### src/rtl/modexp_pkg.sv
// Package for the modular exponentiation block: widths, status codes and types.
// Depends on nothing.
package modexp_pkg;
    localparam int WORD_BITS = 64;
    localparam int CNT_BITS  = $clog2(WORD_BITS + 1);

    localparam logic [1:0] ST_OK       = 2'd0;
    localparam logic [1:0] ST_ZERO_MOD = 2'd1;
    localparam logic [1:0] ST_NEG_EXP  = 2'd2;

    typedef logic [WORD_BITS-1:0] t_word;

    typedef struct packed {
        logic  start;
        t_word a;
        t_word b;
        t_word modulus;
    } t_mul_req;

    typedef struct packed {
        logic  done;
        t_word product;
    } t_mul_rsp;

    typedef struct packed {
        t_word base_value;
        t_word exponent_value;
        t_word modulus_value;
    } t_in_beat;

    typedef struct packed {
        t_word      power_residue;
        logic [1:0] status_code;
    } t_out_beat;
endpackage

### src/rtl/modexp_if.sv
// Valid/ready channel interface carrying one payload beat.
// Depends on nothing.
interface modexp_if #(parameter type t_payload = logic) ();
    logic     valid;
    logic     ready;
    t_payload data;

    modport source (output valid, output data, input ready);
    modport sink (input valid, input data, output ready);
endinterface

### src/rtl/modexp_mulmod.sv
// Shift-add-subtract modular multiplier, one multiplier bit per cycle.
// Depends on modexp_pkg.
module modexp_mulmod (
    input  logic                 i_clk,
    input  logic                 i_rst_n,
    input  modexp_pkg::t_mul_req i_req,
    output modexp_pkg::t_mul_rsp o_rsp
);
    import modexp_pkg::*;

    logic                r_busy, n_busy;
    logic                r_done, n_done;
    logic [CNT_BITS-1:0] r_cnt, n_cnt;
    t_word               r_a, n_a, r_b, n_b, r_mod, n_mod, r_acc, n_acc;
    logic [WORD_BITS:0]  w_dbl, w_dbl_red, w_sum;
    t_word               w_step;

    always_comb begin
        w_dbl     = {r_acc, 1'b0};
        w_dbl_red = (w_dbl >= {1'b0, r_mod}) ? w_dbl - {1'b0, r_mod} : w_dbl;
        w_sum     = w_dbl_red + {1'b0, r_a};
        if (r_b[WORD_BITS-1]) begin
            w_step = (w_sum >= {1'b0, r_mod}) ? WORD_BITS'(w_sum - {1'b0, r_mod})
                                              : WORD_BITS'(w_sum);
        end else begin
            w_step = WORD_BITS'(w_dbl_red);
        end
    end

    always_comb begin
        n_busy = r_busy;
        n_done = 1'b0;
        n_cnt  = r_cnt;
        n_a    = r_a;
        n_b    = r_b;
        n_mod  = r_mod;
        n_acc  = r_acc;
        if (i_req.start && !r_busy) begin
            n_busy = 1'b1;
            n_cnt  = CNT_BITS'(WORD_BITS);
            n_a    = i_req.a;
            n_b    = i_req.b;
            n_mod  = i_req.modulus;
            n_acc  = '0;
        end else if (r_busy) begin
            n_acc = w_step;
            n_b   = {r_b[WORD_BITS-2:0], 1'b0};
            n_cnt = r_cnt - 1'b1;
            if (r_cnt == CNT_BITS'(1)) begin
                n_busy = 1'b0;
                n_done = 1'b1;
            end
        end
    end

    always_ff @(posedge i_clk) begin
        if (!i_rst_n) begin
            r_busy <= 1'b0;
            r_done <= 1'b0;
            r_cnt  <= '0;
        end else begin
            r_busy <= n_busy;
            r_done <= n_done;
            r_cnt  <= n_cnt;
        end
        r_a   <= n_a;
        r_b   <= n_b;
        r_mod <= n_mod;
        r_acc <= n_acc;
    end

    assign o_rsp.done    = r_done;
    assign o_rsp.product = r_acc;
endmodule

### src/rtl/modexp_divrem.sv
// Restoring remainder unit, one dividend bit per cycle.
// Depends on modexp_pkg.
module modexp_divrem (
    input  logic                 i_clk,
    input  logic                 i_rst_n,
    input  logic                 i_start,
    input  modexp_pkg::t_word    i_dividend,
    input  modexp_pkg::t_word    i_divisor,
    output logic                 o_done,
    output modexp_pkg::t_word    o_rem
);
    import modexp_pkg::*;

    logic                r_busy, r_done;
    logic [CNT_BITS-1:0] r_cnt;
    t_word               r_num, r_div, r_rem;
    logic [WORD_BITS:0]  w_sh;
    t_word               w_next;

    always_comb begin
        w_sh   = {r_rem, r_num[WORD_BITS-1]};
        w_next = (w_sh >= {1'b0, r_div}) ? WORD_BITS'(w_sh - {1'b0, r_div})
                                         : WORD_BITS'(w_sh);
    end

    always_ff @(posedge i_clk) begin
        if (!i_rst_n) begin
            r_busy <= 1'b0;
            r_done <= 1'b0;
            r_cnt  <= '0;
        end else begin
            r_done <= 1'b0;
            if (i_start && !r_busy) begin
                r_busy <= 1'b1;
                r_cnt  <= CNT_BITS'(WORD_BITS);
            end else if (r_busy) begin
                r_cnt <= r_cnt - 1'b1;
                if (r_cnt == CNT_BITS'(1)) begin
                    r_busy <= 1'b0;
                    r_done <= 1'b1;
                end
            end
        end
        if (i_start && !r_busy) begin
            r_num <= i_dividend;
            r_div <= i_divisor;
            r_rem <= '0;
        end else if (r_busy) begin
            r_num <= {r_num[WORD_BITS-2:0], 1'b0};
            r_rem <= w_next;
        end
    end

    assign o_done = r_done;
    assign o_rem  = r_rem;
endmodule

### src/rtl/modular_exponentiation.sv
// Modular exponentiation, right-to-left square and multiply on a shared
// shift-add-subtract modular multiplier, after a reduction of the base by a
// restoring remainder unit; up to 125 multiplications (63 multiplies, 62
// squarings). Error and unit-modulus beats go straight to the output. One item
// at a time; ready is high only when idle. The result is held in an output
// register until taken. Sync active-low reset.
module modular_exponentiation (
    input  logic     i_clk,
    input  logic     i_rst_n,
    modexp_if.sink   i_in,
    modexp_if.source o_out
);
    import modexp_pkg::*;

    localparam logic [2:0] S_IDLE = 3'd0;
    localparam logic [2:0] S_RED  = 3'd1;
    localparam logic [2:0] S_MUL  = 3'd2;
    localparam logic [2:0] S_SQR  = 3'd3;
    localparam logic [2:0] S_FIN  = 3'd4;
    localparam logic [2:0] S_OUT  = 3'd5;

    logic [2:0] r_state;
    logic       r_wait;
    logic       r_bneg, r_mneg;
    t_word      r_base, r_exp, r_mod, r_acc, r_bmag;
    t_word      r_res;
    logic [1:0] r_st;

    t_mul_req   w_req;
    t_mul_rsp   w_rsp;
    logic       w_div_start, w_div_done;
    t_word      w_rem;
    t_word      w_b, w_e, w_m, w_mmag;

    assign w_b    = i_in.data.base_value;
    assign w_e    = i_in.data.exponent_value;
    assign w_m    = i_in.data.modulus_value;
    assign w_mmag = w_m[WORD_BITS-1] ? t_word'(-w_m) : w_m;

    modexp_divrem u_divrem (
        .i_clk      (i_clk),
        .i_rst_n    (i_rst_n),
        .i_start    (w_div_start),
        .i_dividend (r_bmag),
        .i_divisor  (r_mod),
        .o_done     (w_div_done),
        .o_rem      (w_rem)
    );

    modexp_mulmod u_mulmod (
        .i_clk   (i_clk),
        .i_rst_n (i_rst_n),
        .i_req   (w_req),
        .o_rsp   (w_rsp)
    );

    assign w_div_start   = (r_state == S_RED) && !r_wait;
    assign w_req.start   = (r_state == S_MUL || r_state == S_SQR) && !r_wait;
    assign w_req.a       = (r_state == S_MUL) ? r_acc : r_base;
    assign w_req.b       = r_base;
    assign w_req.modulus = r_mod;

    assign i_in.ready              = (r_state == S_IDLE);
    assign o_out.valid             = (r_state == S_OUT);
    assign o_out.data.power_residue = r_res;
    assign o_out.data.status_code   = r_st;

    always_ff @(posedge i_clk) begin
        if (!i_rst_n) begin
            r_state <= S_IDLE;
            r_wait  <= 1'b0;
        end else begin
            unique case (r_state)
                S_IDLE: begin
                    if (i_in.valid) begin
                        r_bneg <= w_b[WORD_BITS-1];
                        r_mneg <= w_m[WORD_BITS-1];
                        r_bmag <= w_b[WORD_BITS-1] ? t_word'(-w_b) : w_b;
                        r_exp  <= w_e;
                        r_mod  <= w_mmag;
                        r_acc  <= t_word'(1);
                        r_res  <= '0;
                        r_wait <= 1'b0;
                        if (w_e[WORD_BITS-1]) begin
                            r_st    <= ST_NEG_EXP;
                            r_state <= S_OUT;
                        end else if (w_m == '0) begin
                            r_st    <= ST_ZERO_MOD;
                            r_state <= S_OUT;
                        end else if (w_mmag == t_word'(1)) begin
                            r_st    <= ST_OK;
                            r_state <= S_OUT;
                        end else begin
                            r_st    <= ST_OK;
                            r_state <= S_RED;
                        end
                    end
                end
                S_RED: begin
                    r_wait <= 1'b1;
                    if (w_div_done) begin
                        r_wait <= 1'b0;
                        r_base <= (r_bneg && w_rem != '0) ? r_mod - w_rem : w_rem;
                        r_state <= r_exp[0] ? S_MUL :
                                   (r_exp == '0 ? S_FIN : S_SQR);
                    end
                end
                S_MUL: begin
                    r_wait <= 1'b1;
                    if (w_rsp.done) begin
                        r_wait <= 1'b0;
                        r_acc  <= w_rsp.product;
                        r_state <= (r_exp <= t_word'(1)) ? S_FIN : S_SQR;
                    end
                end
                S_SQR: begin
                    r_wait <= 1'b1;
                    if (w_rsp.done) begin
                        r_wait  <= 1'b0;
                        r_base  <= w_rsp.product;
                        r_exp   <= r_exp >> 1;
                        r_state <= r_exp[1] ? S_MUL :
                                   ((r_exp >> 1) <= t_word'(1) ? S_FIN : S_SQR);
                    end
                end
                S_FIN: begin
                    r_res   <= (r_mneg && r_acc != '0) ? r_acc - r_mod : r_acc;
                    r_state <= S_OUT;
                end
                S_OUT: begin
                    if (o_out.ready) r_state <= S_IDLE;
                end
                default: r_state <= S_IDLE;
            endcase
        end
    end
endmodule

### src/flat_wrapper.sv
// flat-port wrapper written by rule: the top's interface ports become plain ports
module modular_exponentiation_flat import modexp_pkg::*;
  (i_clk, i_rst_n, i_in_valid, i_in_data, i_in_ready, o_out_valid, o_out_data, o_out_ready);
  modexp_if #(.t_payload(t_in_beat)) i_in_i ();
  modexp_if #(.t_payload(t_out_beat)) o_out_i ();
  input  logic i_clk;
  input  logic i_rst_n;
  input wire logic [$bits(i_in_i.valid)-1:0] i_in_valid;
  input wire logic [$bits(i_in_i.data)-1:0] i_in_data;
  output wire logic [$bits(i_in_i.ready)-1:0] i_in_ready;
  output wire logic [$bits(o_out_i.valid)-1:0] o_out_valid;
  output wire logic [$bits(o_out_i.data)-1:0] o_out_data;
  input wire logic [$bits(o_out_i.ready)-1:0] o_out_ready;
  assign i_in_i.valid = i_in_valid;
  assign i_in_i.data = i_in_data;
  assign i_in_ready = i_in_i.ready;
  assign o_out_valid = o_out_i.valid;
  assign o_out_data = o_out_i.data;
  assign o_out_i.ready = o_out_ready;
  modular_exponentiation u_core (.i_clk(i_clk), .i_rst_n(i_rst_n), .i_in(i_in_i), .o_out(o_out_i));
endmodule
### config.mk
export PLATFORM = sky130hd
export DESIGN_NAME = modular_exponentiation_flat
export DESIGN_NICKNAME = d
export VERILOG_FILES = /design/src/rtl/modexp_pkg.sv /design/src/rtl/modexp_if.sv /design/src/rtl/modexp_mulmod.sv /design/src/rtl/modexp_divrem.sv /design/src/rtl/modular_exponentiation.sv /design/src/flat_wrapper.sv
export SDC_FILE = /design/constraint.sdc
export NUM_CORES = 2
export LEC_CHECK = 0
export BUFFER_PORTS_ARGS = -buffer_cell sky130_fd_sc_hd__buf_4
export CAP_MARGIN = 25
export CORE_MARGIN = 10
export CORE_UTILIZATION = 60
export CTS_CLUSTER_SIZE = 40
export DETAILED_ROUTE_END_ITERATION = 10
export PLACE_DENSITY = 0.83
export SLEW_MARGIN = 20
export SYNTH_ARGS = -nofsm -noshare
export SYNTH_HDL_FRONTEND = slang
export SYNTH_SLANG_ARGS = --single-unit
### constraint.sdc
create_clock -name i_clk -period 13.35 [get_ports i_clk]
set_input_delay 2.67 -clock i_clk [delete_from_list [all_inputs] [get_ports i_clk]]
set_output_delay 2.67 -clock i_clk [all_outputs]
set_load 0.01 [all_outputs]
# Word level (Yosys, flattened, before mapping)
# Index checks and enable logic that the tools add are counted.
# totals
register_bits,858
in_bits,196
output_inout_bits,68
wordCells,146
# op_classes
addsub,10
n_lt_le_gt_ge,5
n_eq_ne,13
mux,54
bitwise_logic,3
n_reduce_logical,34
# op_table
op,n
two-way mux 64 bit,17
one-hot mux 64 bit (2 select lines),4
subtractor 64 bit,4
>= comparator 65 x 64 -> 1 bit,3
zero test 64 bit,2
negation 64 bit,2
nonzero test 64 bit,2
adder 65 x 64 -> 65 bit,1
two-way mux 65 bit,1
subtractor 65 x 64 -> 65 bit,1
== test 64 x 1 -> 1 bit (second input constant),1
<= comparator 64 x 1 -> 1 bit (second input constant),1
<= comparator 63 x 1 -> 1 bit (second input constant),1
two-way mux 63 bit,1
two-way mux 3 bit,13
two-way mux 7 bit,4
one-hot mux 3 bit (6 select lines),1
== test 7 x 1 -> 1 bit (second input constant),2
subtractor 7 x 1 -> 7 bit (second input constant),2
two-way mux 1 bit,12
AND reduction 4 bit,3
nonzero test 2 bit,6
!= test 2 bit (second input constant),4
== test 3 x 2 -> 1 bit (second input constant),2
15 further kinds,29

# Longest topological paths before layout
# depth
ltp_word,8
mapped_depth,43
ltp_nobuf,36

# Cells and area by module
# Synthesis repeated with hierarchy kept, for this count alone.
# unflattened
hier_cells,6579
area_unflattened_um2,60649.4
# by_module_without_submodules
mod,n_inst,cells_each,area_per_inst_um2,seq_area_each_um2
modular_exponentiation,1,2926,27072.2,11731.3
modexp_mulmod,1,2479,21843.4,7226.9
modexp_divrem,1,1174,11733.8,5305.1

# Least setup slack after synthesis
# Ideal clock, no wire load.
# synth_timing
path_type,register to register
startpoint,register u_core.u_mulmod.r_mod[1]
endpoint,register u_core.u_mulmod.r_acc[29]
setup_time_ns,0.122
arrival_time_ns,8.523
required_time_ns,13.228
path_slack_ns,4.705
path_stages_with_launch,40
path_buffers,4
synth_period_minus_slack_ns,8.645
path_cell_list,edfxtp_1 > inv_1 > ha_1 > nor2b_1 > o211a_1 > o2111ai_1 > a31oi_1 > o311ai_0 > a31oi_1 > a21boi_1 > clkbuf_1 > inv_1 > clkbuf_1 > a31o_2 > ha_1 > nand3_1 > or3_1 > o21bai_1 > [... 4 more ...] > a21oi_1 > o21bai_1 > xnor2_1 > ha_1 > a21oi_1 > o21ai_0 > a21oi_1 > o21ai_0 > a221oi_1 > a31oi_1 > a211oi_1 > or3_1 > and3_1 > and2_1 > clkbuf_1 > buf_2 > mux2_1 > a221o_1
# synth_via
elab_chain_len,6
elab_cells_between_ends,8
cone_classes,add/sub: 3; order compare: 2; mux: 3
# synth_lines
element,line,rtl
start: declaration,modexp_mulmod.sv:14,"t_word r_a, n_a, r_b, n_b, r_mod, n_mod, r_acc, n_acc;"
start signal: assignment,modexp_mulmod.sv:68,r_mod <= n_mod;
subtractor 65 x 64 -> 65 bit or >= comparator 65 x 64 -> 1 bit (tied branches),modexp_mulmod.sv:20,"w_dbl_red = (w_dbl >= {1'b0, r_mod}) ? w_dbl - {1'b0, r_mod} : w_dbl;"
two-way mux 65 bit,modexp_mulmod.sv:20,
adder 65 x 64 -> 65 bit,modexp_mulmod.sv:21,"w_sum = w_dbl_red + {1'b0, r_a};"
subtractor 64 bit or >= comparator 65 x 64 -> 1 bit (tied branches),modexp_mulmod.sv:23,"w_step = (w_sum >= {1'b0, r_mod}) ? WORD_BITS'(w_sum - {1'b0, r_mod})"
two-way mux 64 bit,modexp_mulmod.sv:23,
two-way mux 64 bit (*),modexp_mulmod.sv:22,if (r_b[WORD_BITS-1]) begin
end signal: assignment,modexp_mulmod.sv:69,r_acc <= n_acc;
end: declaration,modexp_mulmod.sv:14,
# Mark *: on every way between the ends. The rest lies on a longest branch, timed or not.
# A chain may end at the register's enable or synchronous reset.

# Worst setup path in the final report
# layout_timing
startpoint,register u_core.u_mulmod.r_mod[1]
endpoint,register u_core.u_mulmod.r_acc[54]
# The elaborated chain is that of the path after synthesis.

==> flow_summary_export.csv <==
group,metric,value,unit
floorplanning,dieArea,113000,um2
logic_synthesis,ys_seq_area_share,40.6,%
route,drt_iter0_drc,6059,
critical_path,critPathCaptureType,"register",
finish,n_fill_cell,7808,
floorplanning,io_pins,264,
global_route,antenna_found_initial,10,
timing,drv_slew,0,
clocking,cts_resized,0,
critical_path,path_max_fanout,34,
critical_path,slowest_delay,0.79,ns
timing,fmax,0.0832,GHz
clocking,cts_tree,"done",
clocking,cts_root_buf,"clkbuf_16",
outcome,status,"completed",
floorplanning,start_util,60.6,%
global_route,grtUsageTotal,34.4,%
power,max-vdd-ir-drop,222,uV
route,met2_wirelength,83.0,mm
finish,drive_above_1_share,11.5,%
route,drtAntennaViolNets,0,
min_path,hold_class,"register to register",
logic_synthesis,synth_cells,6393,
critical_path,worst_path_most_repeated_cell,"a21oi_1",
logic_synthesis,synthesis.area,59700,um2
logic_synthesis,synth_top_family_by_area,"compound AO/OA/AOI/OAI gates",
finish,area.growth.synth_to_final,10.1,%
logic_synthesis,postSynthNetCount,6983,
logic_synthesis,async_reset_ff_share,0,%
global_route,grt_pass1_wl,298,mm
timing,rsz0062_at_grt,"false",
timing,hold_viol,0,
logic_synthesis,synth_cell_types,92,
floorplanning,dieHeight,335,um
timing,fin_tns_setup,0,ns
critical_path,worstSetupPathType,"register to register",
route,dr.pass1.iters,6,
timing,clock_skew,0.0308,ns
min_path,hold_depth,2,
route,viasPerCell,6.56,
clocking,cts.clk_slew.worst_paths,0.06,ns
route,drc,0,
global_route,grt_pass1_vias,49000,
logic_synthesis,synth-seq-cells,858,
logic_synthesis,muxShareOfSynthArea,5.26,%
global_route,overflow,0,
critical_path,ff2ff_path_depth,36,
route,wire_per_inst,25.3,um
timing,setup_viol,0,
timing,tightest_slew,1.11,ns
floorplanning,fp.dieW,335,um
global_route,grt_max_degree,161,
logic_synthesis,synth_compound_area_share,19.6,%
route,maxUsedRoutingLayer,"met5",
timing,fin_crit_sh,90.0,%
logic_synthesis,synthFlopType,"edfxtp_1",
route,wl_met3,25.4,mm
flow_run,cap_violations,0,
floorplanning,core_area,98600,um2
clocking,cts_buffers,93,
route,wl,200,mm
placed_design,post-dp-hpwl,155,mm
logic_synthesis,yosysWarnings,0,
logic_synthesis,yosys.area_share.simple,15.1,%
placed_design,routabilityCongestion,1.01,
clocking,hold_buffers,0,
timing,holdWs,0.495,ns
clocking,htree_levels,3,
route,wl_met1,82.8,mm
clocking,post_cts_buffers,0,
critical_path,start_kind,"register",
critical_path,cp.arrival,12.60,ns
logic_synthesis,synthAdderAreaFrac,8.33,%
critical_path,worst_ep_required_time,13.93,ns
finish,finalNetCount,7112,
logic_synthesis,synth_edf_count,708,
power,p_leak,0.0263,uW
clocking,clock_path_buffers,3,
clocking,cts_sinks,858,
route,routed-via-count,51800,
logic_synthesis,synthXorXnorAreaFrac,6.96,%
timing,layout_min_cycle_time,12.02,ns
floorplanning,row_count,115,
placed_design,place.port_buffers,263,
clocking,clock_latency,0.70,ns
timing,slew_headroom,26.1,%
power,power_density,298,nW/um2
logic_synthesis,syn_area_per_cell,9.34,um2
critical_path,critPathSlowestCell,"o311ai_1",
-- where the power goes --
part	total (uW)	leakage, uW	switching [uW]	internal, uW
Clock	2570	0.00144	1150	1420
Sequential	4450	0.00780	609	3840
Combinational	12600	0.0171	7740	4850
Total	19600	0.0263	9500	10100
-- metal layers --
layer,global-route usage [%],vias to the layer above
met3,8.95,422
met5,0,-
met1,49.0,24600
met4,13.2,4
met2,49.5,2896
li1,-,23800
-- synth_stat cells, types with 48 or more instances --
cell / n / area share, %
inv_1: 377 / 2.4
and2_1: 97 / 1.0
o21ai_0: 433 / 3.6
a21oi_1: 579 / 4.9
a21o_1: 242 / 3.0
o31ai_1: 65 / 0.82
o21a_1: 57 / 0.72
edfxtp_1: 708 / 36
nor3_1: 96 / 0.80
nor2b_1: 64 / 0.67
dfxtp_1: 150 / 5.0
nor4_1: 82 / 0.86
xor2_1: 153 / 2.2
nand2_1: 644 / 4.0
mux2i_1: 84 / 1.4
a22oi_1: 48 / 0.60
nand3_1: 118 / 0.99
clkbuf_1: 263 / 1.7
ha_1: 388 / 8.1
mux2_2: 200 / 3.8
nand2b_1: 58 / 0.61
nor2_1: 395 / 2.5
and3_1: 51 / 0.53
nand4_1: 94 / 0.98
xnor2_1: 319 / 4.7
o21bai_1: 62 / 0.78
-- layout by cell type, fill, tap and decap left out, drive strengths merged, types with 84 or more instances in the layout --
cell and count:
xnor2 319, nand3 118, mux2 204, nor4 84, ha 388, o21ai 441, nor2 395, a21o 242
mux2i 84, dfxtp 150, and2 98, xor2 153, edfxtp 708, nor3 97, nand4 94, inv 386
clkbuf 123, nand2 645, buf 318, a21oi 579
-- flip-flops by register name, summed over array words and instances (netlist names), 2 cells and up --
signal	count
u_core.u_divrem.r_num	64
u_core.u_mulmod.r_acc	64
u_core.r_mod	64
u_core.u_divrem.r_div	64
u_core.r_state	3
u_core.r_exp	64
u_core.r_base	64
u_core.u_divrem.o_rem	64
u_core.u_divrem.r_cnt	7
u_core.r_bmag	64
u_core.r_st	2
u_core.r_acc	64
u_core.u_mulmod.r_b	64
u_core.u_mulmod.r_a	64
u_core.u_mulmod.r_cnt	7
u_core.u_mulmod.r_mod	64
u_core.r_res	64
-- per-stage QoR --
| step | power [uW] | instance area [um2] | utilization (%) | instances | setup slack, ns |
|---|---|---|---|---|---|
| 6_report | 19600 | 65800 | 66.7 | 7891 | 1.33 |
| 5_1_grt | 20700 | 65800 | 66.7 | 7888 | 1.10 |
| 2_1_floorplan | 13300 | 59700 | - | 6393 | 4.71 |
| 3_5_place_dp | 16600 | 62800 | 63.7 | 7714 | 1.73 |
| 3_3_place_gp | 16500 | 62700 | 63.6 | 7710 | 1.58 |
| 4_1_cts | 19200 | 65800 | 66.7 | 7888 | 1.62 |
-- critical path: cells and delay by family, from the launching register on --
family,cells,cell delay [ns]
xor gates and xnor gates,1,0.19
adders and majority gates,3,1.00
and+or+nand+nor,9,3.04
DFF,1,0.38
AOI/OAI and AO/OA,19,5.90
muxes,1,0.37
buffers and inverters,3,0.97
-- layout make-up --
cell class | count | area, um2 | share of cell area [%]
multi-input cells | 4873 | 33100 | 50.3
flip-flops and latches | 858 | 24300 | 36.9
clock buffers | 123 | 2480 | 3.77
repair buffers | 318 | 2420 | 3.68
well taps | 1287 | 1610 | 2.45
inverters | 378 | 1420 | 2.16
clock inverters | 51 | 492 | 0.748
diodes | 3 | 7.51 | 0.0114
-- path summary, 6_finish.rpt --
check | startpoint | endpoint | slack, ns
setup / recovery | u_core.u_mulmod.r_mod[1] | u_core.u_mulmod.r_acc[54] | 1.33
hold / removal | u_core.u_divrem.r_cnt[0] | u_core.u_divrem.r_cnt[0] | 0.50
setup reg to reg | u_core.u_mulmod.r_mod[1] | u_core.u_mulmod.r_acc[54] | 1.33
hold reg to reg | u_core.u_divrem.r_cnt[0] | u_core.u_divrem.r_cnt[0] | 0.50
-- cell families after synthesis --
family | Yosys count
AND/OR/NAND/NOR | 1856
buffers and inverters | 662
flip-flops | 858
multiplexers | 288
adder cells (fa/ha/maj) | 394
XOR/XNOR | 473
AO/OA/AOI/OAI | 1862
(Power assumes the default switching activity.)
